===== src/hw/rtl/rwa_pkg.sv =====
package rwa_pkg;

	localparam int SAMPLE_W = 16;
	localparam int COUNT_W  = 5;

	// commands from the controller to the datapath
	typedef struct packed {
		logic capture;
		logic update;
		logic div_start;
		logic div_step;
		logic load_out;
	} cmd_t;

	typedef struct packed {
		logic div_last;
	} stat_t;

endpackage


===== src/hw/rtl/running_window_average_core.sv =====
// Boxcar moving average over the last WINDOW samples, rounded half away from zero.
// Sequence: an accepted request passes the update, start, divider-step and finish states in that order
// before the result is registered; the steps come from the one-bit-per-cycle restoring divider.
// Requests: a new one is taken only back in idle; a stalled result in the output register holds the next.
// Reset (arst_n low, asynchronous): pointer, fill count and sum clear; ring contents undefined.
module running_window_average_core #(
	parameter int WINDOW = 16
) (
	input  logic                                clk,
	input  logic                                arst_n,
	input  logic                                in_valid,
	output logic                                in_stall,
	input  logic signed [rwa_pkg::SAMPLE_W-1:0] sample,
	output logic                                out_valid,
	input  logic                                out_stall,
	output logic signed [rwa_pkg::SAMPLE_W-1:0] average,
	output logic        [rwa_pkg::COUNT_W-1:0]  held_count
);

	rwa_pkg::cmd_t  cmd;
	rwa_pkg::stat_t stat;

	rwa_ctrl u_ctrl (
		.clk       (clk),
		.arst_n    (arst_n),
		.in_valid  (in_valid),
		.out_stall (out_stall),
		.stat      (stat),
		.in_stall  (in_stall),
		.out_valid (out_valid),
		.cmd       (cmd)
	);

	rwa_datapath #(
		.WINDOW (WINDOW)
	) u_datapath (
		.clk        (clk),
		.arst_n     (arst_n),
		.cmd        (cmd),
		.sample     (sample),
		.stat       (stat),
		.average    (average),
		.held_count (held_count)
	);

endmodule


===== src/hw/rtl/rwa_ctrl.sv =====
module rwa_ctrl (
	input  logic           clk,
	input  logic           arst_n,
	input  logic           in_valid,
	input  logic           out_stall,
	input  rwa_pkg::stat_t stat,
	output logic           in_stall,
	output logic           out_valid,
	output rwa_pkg::cmd_t  cmd
);

	typedef enum logic [4:0] {
		ST_IDLE   = 5'b00001,
		ST_UPDATE = 5'b00010,
		ST_START  = 5'b00100,
		ST_STEP   = 5'b01000,
		ST_FINISH = 5'b10000
	} state_t;

	state_t state_q;
	state_t state_d;
	logic   out_valid_q;

	always_comb begin
		state_d = state_q;
		cmd     = '0;
		unique case (state_q)
			ST_IDLE: begin
				if (in_valid) begin
					cmd.capture = 1'b1;
					state_d     = ST_UPDATE;
				end
			end
			ST_UPDATE: begin
				cmd.update = 1'b1;
				state_d    = ST_START;
			end
			ST_START: begin
				cmd.div_start = 1'b1;
				state_d       = ST_STEP;
			end
			ST_STEP: begin
				cmd.div_step = 1'b1;
				if (stat.div_last) begin
					state_d = ST_FINISH;
				end
			end
			ST_FINISH: begin
				// hold the result until the output register is free
				if (!out_valid_q || !out_stall) begin
					cmd.load_out = 1'b1;
					state_d      = ST_IDLE;
				end
			end
			default: begin
				state_d = ST_IDLE;
			end
		endcase
	end

	always_ff @(posedge clk or negedge arst_n) begin
		if (!arst_n) begin
			state_q     <= ST_IDLE;
			out_valid_q <= 1'b0;
		end else begin
			state_q <= state_d;
			if (cmd.load_out) begin
				out_valid_q <= 1'b1;
			end else if (out_valid_q && !out_stall) begin
				out_valid_q <= 1'b0;
			end
		end
	end

	assign in_stall  = (state_q != ST_IDLE);
	assign out_valid = out_valid_q;

	a_rise_from_finish: assert property (@(posedge clk) disable iff (!arst_n)
		$rose(out_valid_q) |-> $past(state_q == ST_FINISH))
		else $error("result became valid outside the finish state");

	a_accept_starts_update: assert property (@(posedge clk) disable iff (!arst_n)
		(in_valid && !in_stall) |=> (state_q == ST_UPDATE))
		else $error("accepted request did not start an update");

	a_no_overwrite: assert property (@(posedge clk) disable iff (!arst_n)
		(out_valid_q && out_stall) |-> !cmd.load_out)
		else $error("pending result overwritten");

endmodule


===== src/hw/rtl/rwa_datapath.sv =====
module rwa_datapath #(
	parameter int WINDOW = 16
) (
	input  logic                                clk,
	input  logic                                arst_n,
	input  rwa_pkg::cmd_t                       cmd,
	input  logic signed [rwa_pkg::SAMPLE_W-1:0] sample,
	output rwa_pkg::stat_t                      stat,
	output logic signed [rwa_pkg::SAMPLE_W-1:0] average,
	output logic        [rwa_pkg::COUNT_W-1:0]  held_count
);

	localparam int SW     = rwa_pkg::SAMPLE_W;
	localparam int CW     = rwa_pkg::COUNT_W;
	localparam int PTR_W  = (WINDOW > 1) ? $clog2(WINDOW) : 1;
	localparam int CNT_W  = $clog2(WINDOW + 1);
	localparam int SUM_W  = SW + $clog2(WINDOW);
	localparam int DVD_W  = SUM_W + 1;
	localparam int DVS_W  = CNT_W + 1;
	localparam int REM_W  = DVS_W + 1;
	localparam int STEP_W = $clog2(DVD_W + 1);
	localparam int AVG_LIM = 2 ** (SW - 1);

	logic        [SW-1:0]     ring_q [WINDOW];
	logic signed [SW-1:0]     sample_q;
	logic signed [SW-1:0]     rd_q;
	logic        [PTR_W-1:0]  wp_q;
	logic        [CNT_W-1:0]  fill_q;
	logic signed [SUM_W-1:0]  sum_q;
	logic        [DVD_W-1:0]  dvd_q;
	logic        [DVS_W-1:0]  dvs_q;
	logic        [REM_W-1:0]  rem_q;
	logic        [STEP_W-1:0] cnt_q;
	logic                     neg_q;
	logic signed [SW-1:0]     avg_q;
	logic        [CW-1:0]     held_q;

	logic                     full;
	logic signed [SUM_W-1:0]  old_term;
	logic signed [SUM_W-1:0]  sum_d;
	logic        [SUM_W-1:0]  mag;
	logic        [DVD_W-1:0]  dvd_init;
	logic        [REM_W-1:0]  shifted;
	logic                     ge;
	logic        [REM_W-1:0]  rem_d;
	logic        [SW-1:0]     quot;
	logic        [CNT_W+CW-1:0] cnt_ext;

	assign full     = (fill_q == CNT_W'(WINDOW));
	assign old_term = full ? SUM_W'(rd_q) : '0;
	assign sum_d    = sum_q - old_term + SUM_W'(sample_q);

	assign mag      = sum_q[SUM_W-1] ? $unsigned(-sum_q) : $unsigned(sum_q);
	assign dvd_init = {mag, 1'b0} + DVD_W'(fill_q);

	// one restoring step per cycle, quotient bits shift in behind the dividend
	assign shifted = {rem_q[REM_W-2:0], dvd_q[DVD_W-1]};
	assign ge      = (shifted >= {1'b0, dvs_q});
	assign rem_d   = ge ? (shifted - {1'b0, dvs_q}) : shifted;

	assign quot    = dvd_q[SW-1:0];
	assign cnt_ext = {{CW{1'b0}}, fill_q};

	always_ff @(posedge clk) begin
		if (cmd.capture) begin
			sample_q <= sample;
			rd_q     <= ring_q[wp_q];
		end
		if (cmd.update) begin
			ring_q[wp_q] <= sample_q;
		end
	end

	always_ff @(posedge clk or negedge arst_n) begin
		if (!arst_n) begin
			wp_q   <= '0;
			fill_q <= '0;
			sum_q  <= '0;
			cnt_q  <= '0;
		end else begin
			if (cmd.update) begin
				sum_q <= sum_d;
				if (wp_q == PTR_W'(WINDOW - 1)) begin
					wp_q <= '0;
				end else begin
					wp_q <= wp_q + 1'b1;
				end
				if (!full) begin
					fill_q <= fill_q + 1'b1;
				end
			end
			if (cmd.div_start) begin
				cnt_q <= STEP_W'(DVD_W);
			end else if (cmd.div_step) begin
				cnt_q <= cnt_q - 1'b1;
			end
		end
	end

	always_ff @(posedge clk) begin
		if (cmd.div_start) begin
			dvd_q <= dvd_init;
			dvs_q <= {fill_q, 1'b0};
			rem_q <= '0;
			neg_q <= sum_q[SUM_W-1];
		end else if (cmd.div_step) begin
			dvd_q <= {dvd_q[DVD_W-2:0], ge};
			rem_q <= rem_d;
		end
		if (cmd.load_out) begin
			avg_q  <= neg_q ? $signed(-quot) : $signed(quot);
			held_q <= cnt_ext[CW-1:0];
		end
	end

	assign stat.div_last = (cnt_q == STEP_W'(1));
	assign average       = avg_q;
	assign held_count    = held_q;

	a_fill_bound: assert property (@(posedge clk) disable iff (!arst_n)
		fill_q <= CNT_W'(WINDOW))
		else $error("fill count beyond window");

	a_quot_range: assert property (@(posedge clk) disable iff (!arst_n)
		cmd.load_out |-> (dvd_q <= DVD_W'(AVG_LIM)))
		else $error("quotient out of sample range");

	a_rem_below_divisor: assert property (@(posedge clk) disable iff (!arst_n)
		cmd.load_out |-> (rem_q < {1'b0, dvs_q}))
		else $error("division remainder not below divisor");

endmodule

===== config.mk =====
export PLATFORM = sky130hd
export DESIGN_NAME = running_window_average_core
export DESIGN_NICKNAME = d
export VERILOG_FILES = /design/src/hw/rtl/rwa_pkg.sv /design/src/hw/rtl/running_window_average_core.sv /design/src/hw/rtl/rwa_ctrl.sv /design/src/hw/rtl/rwa_datapath.sv
export SDC_FILE = /design/constraint.sdc
export NUM_CORES = 1
export LEC_CHECK = 0
export BUFFER_PORTS_ARGS = -buffer_cell sky130_fd_sc_hd__buf_2
export CAP_MARGIN = 20
export CORE_ASPECT_RATIO = 1.75
export CORE_MARGIN = 3
export CORE_UTILIZATION = 50
export CTS_CLUSTER_SIZE = 8
export DETAILED_ROUTE_END_ITERATION = 8
export GPL_TIMING_DRIVEN = 0
export PLACE_DENSITY = 0.66
export SLEW_MARGIN = 40
export SYNTH_ARGS = -nofsm -noshare
export SYNTH_HDL_FRONTEND = slang
export SYNTH_SLANG_ARGS = --single-unit

===== constraint.sdc =====
create_clock -name clk -period 5.7 [get_ports clk]
set_clock_uncertainty 0.15 [all_clocks]
set_input_delay 0.855 -clock clk [delete_from_list [all_inputs] [get_ports clk]]
set_output_delay 0.855 -clock clk [all_outputs]
set_load 0.01 [all_outputs]

==> metrics.md, run 1 <==
| Metric | Value |
|---|---|
| Slowest cell on crit path | nor4bb_4 |
| 1st-pass router iterations | 5 |
| Utilization after layout | 58.00% |
| Final hold slack | 0.1210 ns |
| Cell area after layout | 0.01970 mm2 |
| CP Launch Type | register |
| Max H-tree Level | 2 |
| First-pass GRT wire length | 61,170 um |
| Delay-heaviest family, CP | compound AO/OA/AOI/OAI gates |
| Power Total | 10.45 mW |
| Most frequent cells after synthesis | edfxtp_1 (336), inv_1 (98), nand2_1 (81), mux4_2 (80) |
| Flop-to-flop setup slack | 0.71 ns |
| Largest net degree at the start of global routing | 41 |
| Nets | 1,306 |
| WL final | 40,000 um |
| # hold bufs at CTS | 0 |
| Share of cells above drive strength 1 | 18.46% |
| CTS buffer count | 53 |
| Synthesized instance count | 1,126 |
| Critical Path Fanout Max | 10 |
| GRT Total Usage | 22.08% |
| Syn nets | 1,206 |
| Die width | 146.7 um |
| Final Setup Violations | 0 |
| Vias post-DR | 9,841 |
| Rel. slew slack | 44.33% |
| Leak | 6.972 nW |
| Number of global-route vias before repair | 10,630 |
| Post-DP Area | 0.01820 mm2 |
| Maxcap violations | 0 |
| Crit. End Element | register |
| CP Class | register to register |
| RSZ-0062 raised after global routing | no |
| Synth Cell Area | 0.01731 mm2 |
| DR DRC count | 0 |
| Crit path required time | 5.99 ns |
| Die H | 252.1 um |
| Row count | 89 |
| Largest area contributor in the netlist | edfxtp_1 |
| Layout area overhead | 13.79% |
| Global route total overflow | 0 |
| DR iter-0 viols | 692 |
| Critical-path cell list | inv_1 > ha_1 > nor4bb_4 > clkbuf_1 > and2_1 > fa_1 > inv_1 > ha_1 > a211oi_1 > nor2_1 > o31a_1 > a31oi_1 > a21oi_1 > mux2_2 > xnor2_1 |
| Critical Path AT | 5.29 ns |
| I/O Pins | 43 |
| # fillers | 2,607 |
| Hold Crit Class | input port to asynchronous set/reset pin |
| Initial antenna violation count | 0 |
| Fin. Hold Viols | 0 |
| Status | finished clean |
| Syn avg cell area | 15.37 um2 |
| Final Max Tran Viols | 0 |
| Die area | 0.03698 mm2 |
| CTS tree | built |
| Root Driver | clkbuf_16 |
| DP HPWL | 27,200 um |
| Routability cong. | 0.8618 |
| Yosys cell types | 63 |
| Final worst slack | 0.7074 ns |
| Antenna-violating nets left | 0 |
| Worst-Margin Slew | 0.8350 ns |
| Post-synthesis register bit count | 382 |
| Post-route insts no fill | 1,712 |
| Post-synth EDFFs | 336 |
| Initial core utilization | 50.97% |
| # diodes | 0 |
| Post-CTS Resized | 0 |
| Cell with the most instances after synthesis | edfxtp_1 |
| Pwr Density | 530.4 mW/mm2 |
| Crit path time final | 4.993 ns |
| Worst-Skew Late Latency | 0.57 ns |
| Share of flip-flops with an asynchronous set or reset | 10.47% |
| Pre-CTS WS | 0.7135 ns |
| Register area share after synthesis | 64.77% |
| Highest clock rate | 200.3 MHz |
| Setup Fix Bufs, Post-CTS | 0 |
| Longest Clk Path Bufs | 3 |
| WL/cell | 23.37 um |
| Synth area leaders | edfxtp_1 (58%), mux4_2 (10%), dfrtp_1 (5.6%) |
| Yosys top cell area share | 58.29% |
| Critical path's largest stage delay | 0.53 ns |
| Buf/Inv on CP | 3 |
| DP Cell Count | 1,626 |
| IO buf count | 42 |
| Setup TNS | 0 ns |
| CTS clk-pin slew, worst paths | 0.06 ns |
| Post-synth top flop | edfxtp_1 |
| CTS sink cnt | 382 |
| Tcrit/Tclk final | 87.59% |
| Core ar. | 0.03396 mm2 |
| VDD IR max | 278.3 uV |
| Yosys Warn Count | 0 |
| Mean number of vias per cell | 5.748 |
layer usage:
layer	wire (um)	vias up	global-route usage (%)	share of wire (%)
met4	2542	0	13.48	6.4
met3	1706	137	2.978	4.3
met5	0	-	0	0
li1	-	4459	-	-
met1	12970	4925	21.86	32
met2	22780	320	42.79	57
worst reg2reg max path, delay by kind of cell (launching register included):
family,cells,cell delay (ns)
AO/OA/AOI/OAI,4,1.32
multiplexers,1,0.36
flip-flops,1,0.45
adder cells (fa/ha/maj),3,0.86
buffers and inverters,3,0.73
XOR/XNOR,1,0.14
AND/OR/NAND/NOR,3,0.89
layout by cell type, fill, tap and decap left out, types with 5 or more instances in the layout:
cell / Yosys / final
ha_1: 39 / 39
nor2b_1: 5 / 5
nand2_1: 81 / 81
o41ai_1: 10 / 10
buf_2: 0 / 44
a21o_1: 7 / 7
clkbuf_16: 0 / 53
nor3_1: 15 / 15
edfxtp_1: 336 / 336
o21ai_1: 5 / 5
xor2_1: 9 / 9
fa_1: 21 / 21
nor2_1: 37 / 36
nand3b_1: 6 / 6
clkbuf_1: 33 / 55
a21oi_1: 33 / 32
nand4_1: 8 / 8
xnor2_1: 57 / 57
dfxtp_1: 6 / 6
and2_1: 34 / 18
mux4_2: 80 / 80
or3_1: 7 / 7
inv_1: 98 / 97
nand3_1: 7 / 7
and3_1: 6 / 6
or4_1: 5 / 5
o21ai_0: 57 / 57
o31ai_1: 13 / 13
and2_2: 0 / 16
clkbuf_2: 0 / 8
dfrtp_1: 39 / 39
cell families (layout without fill, tap and decap cells):
group	count (synthesis)	after routing	synth area share, %
AOI/OAI and AO/OA	160	160	5.898
xor gates and xnor gates	66	66	3.339
adders and majority gates	60	60	5.248
buffers and inverters	141	272	3.144
DFF	382	382	64.77
muxes	85	85	10.71
and+or+nand+nor	232	232	6.888
cell type report:
class | count | area [um2] | share of cell area, %
multi-input combinational | 603 | 5608 | 28.47
clock inverter | 2 | 40.04 | 0.2033
buffer | 41 | 182.7 | 0.9274
timing repair buffer | 45 | 257.7 | 1.309
sequential | 382 | 11210 | 56.92
clock buffer | 84 | 1453 | 7.375
tap | 455 | 569.3 | 2.890
inverter | 100 | 375.4 | 1.906
registers in the layout (all words and copies together), names as in the netlist, 4 cells and up:
register	cells
u_ctrl.state_q	5
u_datapath.average	16
u_datapath.cnt_q	5
u_datapath.dvd_q	21
u_datapath.dvs_q	5
u_datapath.fill_q	5
u_datapath.held_count	5
u_datapath.rd_q	16
u_datapath.rem_q	6
u_datapath.ring_q	256
u_datapath.sample_q	16
u_datapath.sum_q	20
u_datapath.wp_q	4
final timing paths:
path | startpoint | endpoint | cells after the start
setup reg to reg | u_datapath.fill_q[0] | u_datapath.sum_q[19] | 15
hold / removal | arst_n | u_ctrl.out_valid | 1
max in group asynchronous | arst_n | u_datapath.sum_q[2] | 1
setup / recovery | u_datapath.fill_q[0] | u_datapath.sum_q[19] | 15
min in group clk | sample[8] | u_datapath.sample_q[8] | 1
hold reg to reg | u_datapath.rem_q[5] | u_datapath.rem_q[5] | 2
where the power goes:
group,leakage (nW),internal [mW],total (mW),switching [mW]
Clock,0.715,1.72,2.84,1.12
Combinational,2.67,1.54,3.70,2.16
Sequential,3.59,3.56,3.91,0.344
Total,6.97,6.82,10.4,3.62
(Power assumes the default switching activity.)
==> run 2, diff against run 1 <==
--- a/config.mk
+++ b/config.mk
@@ -5,12 +5,10 @@
 export SDC_FILE = /design/constraint.sdc
 export NUM_CORES = 1
 export LEC_CHECK = 0
-export BUFFER_PORTS_ARGS = -buffer_cell sky130_fd_sc_hd__buf_2
-export CAP_MARGIN = 20
+export BUFFER_PORTS_ARGS = -buffer_cell sky130_fd_sc_hd__clkbuf_2
 export CORE_ASPECT_RATIO = 1.75
 export CORE_MARGIN = 3
 export CORE_UTILIZATION = 50
-export CTS_CLUSTER_SIZE = 8
 export DETAILED_ROUTE_END_ITERATION = 8
 export GPL_TIMING_DRIVEN = 0
 export PLACE_DENSITY = 0.66
==> metrics.md, run 2 (synthesized netlist as in run 1, its figures left out) <==
| Metric | Value |
|---|---|
| First-pass GRT wire length | 59,200 um |
| RSZ-0062 raised after global routing | no |
| Worst-Skew Late Latency | 0.54 ns |
| Initial core utilization | 50.97% |
| Final hold slack | 0.2010 ns |
| Critical-path cell list | inv_1 > ha_1 > nor4bb_4 > clkbuf_1 > and2_1 > fa_1 > inv_1 > ha_1 > a211oi_1 > nor2_1 > o31a_1 > a31oi_1 > a21oi_1 > mux2_2 > xnor2_1 |
| Row count | 89 |
| Crit. End Element | register |
| Leak | 6.832 nW |
| Flop pwr share | 39.0% |
| Die width | 146.7 um |
| Layout area overhead | 11.94% |
| Int Pwr | 6.485 mW |
| Regs by FF count | u_datapath.ring_q x256, u_datapath.dvd_q x21, u_datapath.sum_q x20 |
| Mean number of vias per cell | 5.739 |
| Hold Crit Class | input port to asynchronous set/reset pin |
| CTS buffer count | 36 |
| Die area | 0.03698 mm2 |
| Worst-Margin Slew | 0.8904 ns |
| Sw power | 3.498 mW |
| Share of cells above drive strength 1 | 18.22% |
| Sequential Area | 0.01121 mm2 |
| Highest clock rate | 203.9 MHz |
| DP HPWL | 27,090 um |
| Critical path's largest stage delay | 0.53 ns |
| Fin. Hold Viols | 0 |
| Crit path time final | 4.904 ns |
| Crit path required time | 5.96 ns |
| Commonest non-fill, non-tap cell in the layout | edfxtp_1 |
| Tcrit/Tclk final | 86.04% |
| Longest Clk Path Bufs | 3 |
| Post-CTS Resized | 0 |
| IO buf count | 42 |
| Setup TNS | 0 ns |
| Pwr Density | 515.2 mW/mm2 |
| Status | finished clean |
| Root Driver | clkbuf_16 |
| CTS clk-pin slew, worst paths | 0.06 ns |
| CTS sink cnt | 382 |
| Post-route insts no fill | 1,690 |
| Maxcap violations | 0 |
| Largest net degree at the start of global routing | 41 |
| Post-DP Area | 0.01820 mm2 |
| Biggest register | u_datapath.ring_q |
| CP Class | register to register |
| DR DRC count | 0 |
| Critical Path Fanout Max | 10 |
| Multi-input logic area | 0.005608 mm2 |
| CP Launch Type | register |
| WL final | 38,990 um |
| Worst reg2reg path startpoint | u_datapath.fill_q[1] |
| Commonest cells after routing, fill and taps aside | edfxtp_1 (336), inv_1 (97), nand2_1 (81) |
| DR iter-0 viols | 664 |
| Cell area after layout | 0.01938 mm2 |
| Antenna-violating nets left | 0 |
| Setup Fix Bufs, Post-CTS | 0 |
| Global route total overflow | 0 |
| CTS tree | built |
| Core ar. | 0.03396 mm2 |
| Vias post-DR | 9,699 |
| Die H | 252.1 um |
| I/O Pins | 43 |
| Critical Path AT | 5.17 ns |
| Combinational share of power | 36.9% |
| Critical Path Source | u_datapath.fill_q[1] |
| # diodes | 0 |
| Rel. slew slack | 40.64% |
| Initial antenna violation count | 1 |
| 1st-pass router iterations | 5 |
| # hold bufs at CTS | 0 |
| WL/cell | 23.07 um |
| Largest register FFs | 256 |
| Net Sw Frac | 35.04% |
| Max H-tree Level | 2 |
| DP Cell Count | 1,626 |
| # fillers | 2,657 |
| Number of global-route vias before repair | 10,250 |
| Final Setup Violations | 0 |
| VDD IR max | 238.8 uV |
| Clock power frac | 24.1% |
| Slowest cell on crit path | nor4bb_4 |
| Routability cong. | 0.8683 |
| GRT Total Usage | 21.59% |
| Final Max Tran Viols | 0 |
| Nets | 1,289 |
## run 2: power by group through the flow
| stage | clock, mW | combinational [mW] | sequential (mW) |
|---|---|---|---|
| 3_5_place_dp | 0 | 3.70 | 3.95 |
| 3_3_place_gp | 0 | 3.59 | 3.94 |
| 2_1_floorplan | 0 | 2.72 | 3.81 |
| 4_1_cts | 2.45 | 3.71 | 3.89 |
| 6_report | 2.41 | 3.68 | 3.89 |
| 5_1_grt | 2.55 | 4.04 | 3.94 |
## run 2: worst paths after layout
path,end,slack (ns),cells after the start
max,u_datapath.sum_q[19],0.80,15
min,u_ctrl.out_valid,0.20,1
max reg2reg,u_datapath.sum_q[19],0.80,15
min reg2reg,u_datapath.rem_q[5],0.31,2
max in group asynchronous,u_datapath.sum_q[10],4.78,1
min in group clk,u_datapath.rem_q[5],0.31,2
## run 2: routing by layer
metal	vias to the layer above	wire length [um]	global-route usage (%)
li1	4413	-	-
met1	4851	12260	20.82
met2	297	22310	41.81
met3	136	1557	3.391
met4	2	2843	13.72
met5	-	13	0
## run 2: area by class of cell
class                   instances  share of cell area, %
inverters                     100                  1.937
clock inverters                21                  1.266
multi-input cells             603                  28.94
flip-flops and latches        382                  57.86
repair buffers                 45                  1.330
well taps                     455                  2.938
plain buffers                  41                 0.9427
clock buffers                  43                  4.785
## run 2: per-stage QoR
step | util, % | worst slack, ns | power (mW)
after CTS | 57.05 | 0.7840 | 10.06
after detailed placement | 53.59 | 0.7622 | 7.645
final | 57.05 | 0.7958 | 9.983
after global routing | 57.05 | 0.5656 | 10.54
after global placement | 53.26 | 0.06634 | 7.532
after floorplan | - | 1.663 | 6.532
## run 2: critical path: cells and delay by family (launching register included)
family | cells | cell delay [ns]
AO/OA/AOI/OAI | 4 | 1.25
buffers and inverters | 3 | 0.69
adder cells (fa/ha/maj) | 3 | 0.87
flip-flops | 1 | 0.47
XOR/XNOR | 1 | 0.14
multiplexers | 1 | 0.35
AND/OR/NAND/NOR | 3 | 0.88
==> run 3, diff against run 2 <==
--- a/config.mk
+++ b/config.mk
@@ -7,7 +7,7 @@
 export LEC_CHECK = 0
 export BUFFER_PORTS_ARGS = -buffer_cell sky130_fd_sc_hd__clkbuf_2
 export CORE_ASPECT_RATIO = 1.75
-export CORE_MARGIN = 3
+export CORE_MARGIN = 4
 export CORE_UTILIZATION = 50
 export DETAILED_ROUTE_END_ITERATION = 8
 export GPL_TIMING_DRIVEN = 0
@@ -15,4 +15,5 @@
 export SLEW_MARGIN = 40
 export SYNTH_ARGS = -nofsm -noshare
 export SYNTH_HDL_FRONTEND = slang
+export SYNTH_HIERARCHICAL = 1
 export SYNTH_SLANG_ARGS = --single-unit
==> constraint.sdc (replaced) <==
create_clock -name clk -period 5.38 [get_ports clk]
set_clock_uncertainty 0.15 [all_clocks]
set_input_delay 0.807 -clock clk [delete_from_list [all_inputs] [get_ports clk]]
set_output_delay 0.807 -clock clk [all_outputs]
set_load 0.01 [all_outputs]
==> metrics.md, run 3 <==
| Metric | Value |
|---|---|
| Final Setup Violations | 0 |
| Die H | 256.4 um |
| Largest register FFs | 256 |
| Crit. End Element | register |
| Slowest cell on crit path | buf_1 |
| Most frequent cells after synthesis | edfxtp_1 (336), inv_1 (96), mux4_2 (80), nand2_1 (59), xnor2_1 (52) |
| Critical Path Fanout Max | 10 |
| Synth area leaders | edfxtp_1 (57%), mux4_2 (10%), dfrtp_1 (5.5%) |
| Initial antenna violation count | 0 |
| WL/cell | 22.72 um |
| Final Max Tran Viols | 0 |
| Biggest register | u_datapath/ring_q |
| CP Launch Type | register |
| Critical Path Source | u_datapath/sum_q[19] |
| # fillers | 2,715 |
| # diodes | 0 |
| Crit path required time | 5.52 ns |
| Pwr Density | 530.5 mW/mm2 |
| # hold bufs at CTS | 0 |
| Yosys cell types | 74 |
| DR iter-0 viols | 654 |
| Syn avg cell area | 15.38 um2 |
| Synthesized instance count | 1,146 |
| Fin. Hold Viols | 0 |
| Cell with the most instances after synthesis | edfxtp_1 |
| DP HPWL | 28,510 um |
| Worst-Skew Late Latency | 0.54 ns |
| Row count | 90 |
| Sequential Area | 0.01121 mm2 |
| Die area | 0.03844 mm2 |
| Leak | 7.107 nW |
| Flop-to-flop setup slack | 0.47 ns |
| Max H-tree Level | 2 |
| Register area share after synthesis | 63.62% |
| Core ar. | 0.03468 mm2 |
| 1st-pass router iterations | 5 |
| Root Driver | clkbuf_16 |
| Status | finished clean |
| Worst-Margin Slew | 0.8346 ns |
| I/O Pins | 43 |
| Cell area after layout | 0.02021 mm2 |
| Critical path's largest stage delay | 0.55 ns |
| Vias post-DR | 10,020 |
| CP Class | register to register |
| Utilization after layout | 58.27% |
| Syn nets | 1,227 |
| Die width | 149.9 um |
| CTS clk-pin slew, worst paths | 0.06 ns |
| Nets | 1,331 |
| Worst reg2reg path startpoint | u_datapath/sum_q[19] |
| Tcrit/Tclk final | 91.34% |
| Multi-input logic area | 0.005988 mm2 |
| Final hold slack | 0.1517 ns |
| IO buf count | 42 |
| Mean number of vias per cell | 5.764 |
| Layout area overhead | 14.67% |
| Post-CTS Resized | 0 |
| Crit path time final | 4.914 ns |
| Maxcap violations | 0 |
| Yosys top cell area share | 57.25% |
| Post-synthesis register bit count | 382 |
| Post-synth top flop | edfxtp_1 |
| Routability cong. | 0.8350 |
| RSZ-0062 raised after global routing | no |
| Commonest non-fill, non-tap cell in the layout | edfxtp_1 |
| Regs by FF count | u_datapath/ring_q x256, u_datapath/dvd_q x21, u_datapath/sum_q x20 |
| Synth Cell Area | 0.01762 mm2 |
| Critical-path cell list | clkbuf_1 > buf_1 > clkbuf_1 > buf_1 > o21ai_0 > ha_1 > a21o_1 > a21o_1 > a21oi_1 > a2111oi_4 > nand4_2 > or3b_1 > a31o_1 |
| Longest Clk Path Bufs | 3 |
| Global route total overflow | 0 |
| Setup TNS | 0 ns |
| WL final | 39,490 um |
| Largest net degree at the start of global routing | 41 |
| Power Total | 10.72 mW |
| Largest area contributor in the netlist | edfxtp_1 |
| CTS sink cnt | 382 |
| CTS buffer count | 36 |
| CTS tree | built |
| Initial core utilization | 50.82% |
| Yosys Warn Count | 6 |
| Commonest cells after routing, fill and taps aside | edfxtp_1 (336), inv_1 (96), mux4_2 (80) |
| First-pass GRT wire length | 60,750 um |
| Post-DP Area | 0.01899 mm2 |
| Antenna-violating nets left | 0 |
| Share of flip-flops with an asynchronous set or reset | 10.47% |
| DR DRC count | 0 |
| Highest clock rate | 203.5 MHz |
| Post-synth EDFFs | 336 |
| VDD IR max | 308.8 uV |
| Setup Fix Bufs, Post-CTS | 0 |
| Number of global-route vias before repair | 10,620 |
| Share of cells above drive strength 1 | 20.97% |
| Critical Path AT | 5.05 ns |
| GRT Total Usage | 21.09% |
| Hold Crit Class | input port to asynchronous set/reset pin |
| Rel. slew slack | 44.36% |
-- run 3: cell count changes in the layout (fill, tap and decap cells not counted), sizes merged, moves of 10 or more --
cell,delta
nand2,-22
and2,-17
a21o,+10
buf,+23
o21ai,-19
nand2b,+20
-- run 3: final timing paths --
check / to / cells after the start
worst max-delay path: u_datapath/dvd_q[18] / 13
worst min-delay path: u_datapath/cnt_q[0] / 1
worst max register to register: u_datapath/dvd_q[18] / 13
worst min register to register: u_datapath/rem_q[5] / 2
max in group asynchronous: u_datapath/sum_q[7] / 1
min in group clk: u_datapath/sample_q[7] / 1
-- run 3: report_power, final --
group	leakage (nW)	internal (mW)	switching [mW]
Clock	0.590	1.49	1.13
Combinational	2.94	1.75	2.29
Sequential	3.58	3.72	0.341
-- run 3: metrics by stage --
| stage | setup slack, ns | std cells |
|---|---|---|
| finish | 0.4661 | 1738 |
| global route | 0.2246 | 1738 |
| CTS | 0.4781 | 1738 |
| detailed placement | 0.5010 | 1672 |
| global placement | 0.1778 | 1648 |
| floorplan | 1.554 | 1146 |
-- run 3: area by class of cell --
type	instances	area share [%]
Clock inverter	27	1.517
Clock buffer	39	4.513
Tap cell	460	2.848
Inverter	98	1.820
Sequential cell	382	55.48
Buffer	48	1.034
Timing Repair Buffer	66	3.158
Multi-Input combinational cell	618	29.63
-- run 3: cells by family (layout without fill, tap and decap cells) --
| group | Yosys count | after routing | share of synthesized area [%] |
|---|---|---|---|
| compound gates | 155 | 155 | 5.999 |
| flops | 382 | 382 | 63.62 |
| mux | 100 | 100 | 11.43 |
| simple gates | 237 | 237 | 7.305 |
| buf+inv | 146 | 278 | 3.195 |
| xor+xnor | 65 | 65 | 3.230 |
| fa+ha+maj | 61 | 61 | 5.225 |
-- run 3: layer usage --
| layer | part of all wire [%] | wire [um] | track usage (%) |
|---|---|---|---|
| met5 | 0 | 0 | 0 |
| met4 | 3.7 | 1468 | 7.710 |
| met3 | 3.8 | 1496 | 2.562 |
| met2 | 60 | 23600 | 42.46 |
| met1 | 33 | 12920 | 21.45 |
-- run 3: critical path, delay by kind of cell (launching register included) --
kind / cells / cell delay [ns]
DFF: 1 / 0.41
buffers and inverters: 4 / 1.74
adders and majority gates: 1 / 0.34
and+or+nand+nor: 2 / 0.61
AOI/OAI and AO/OA: 6 / 1.40
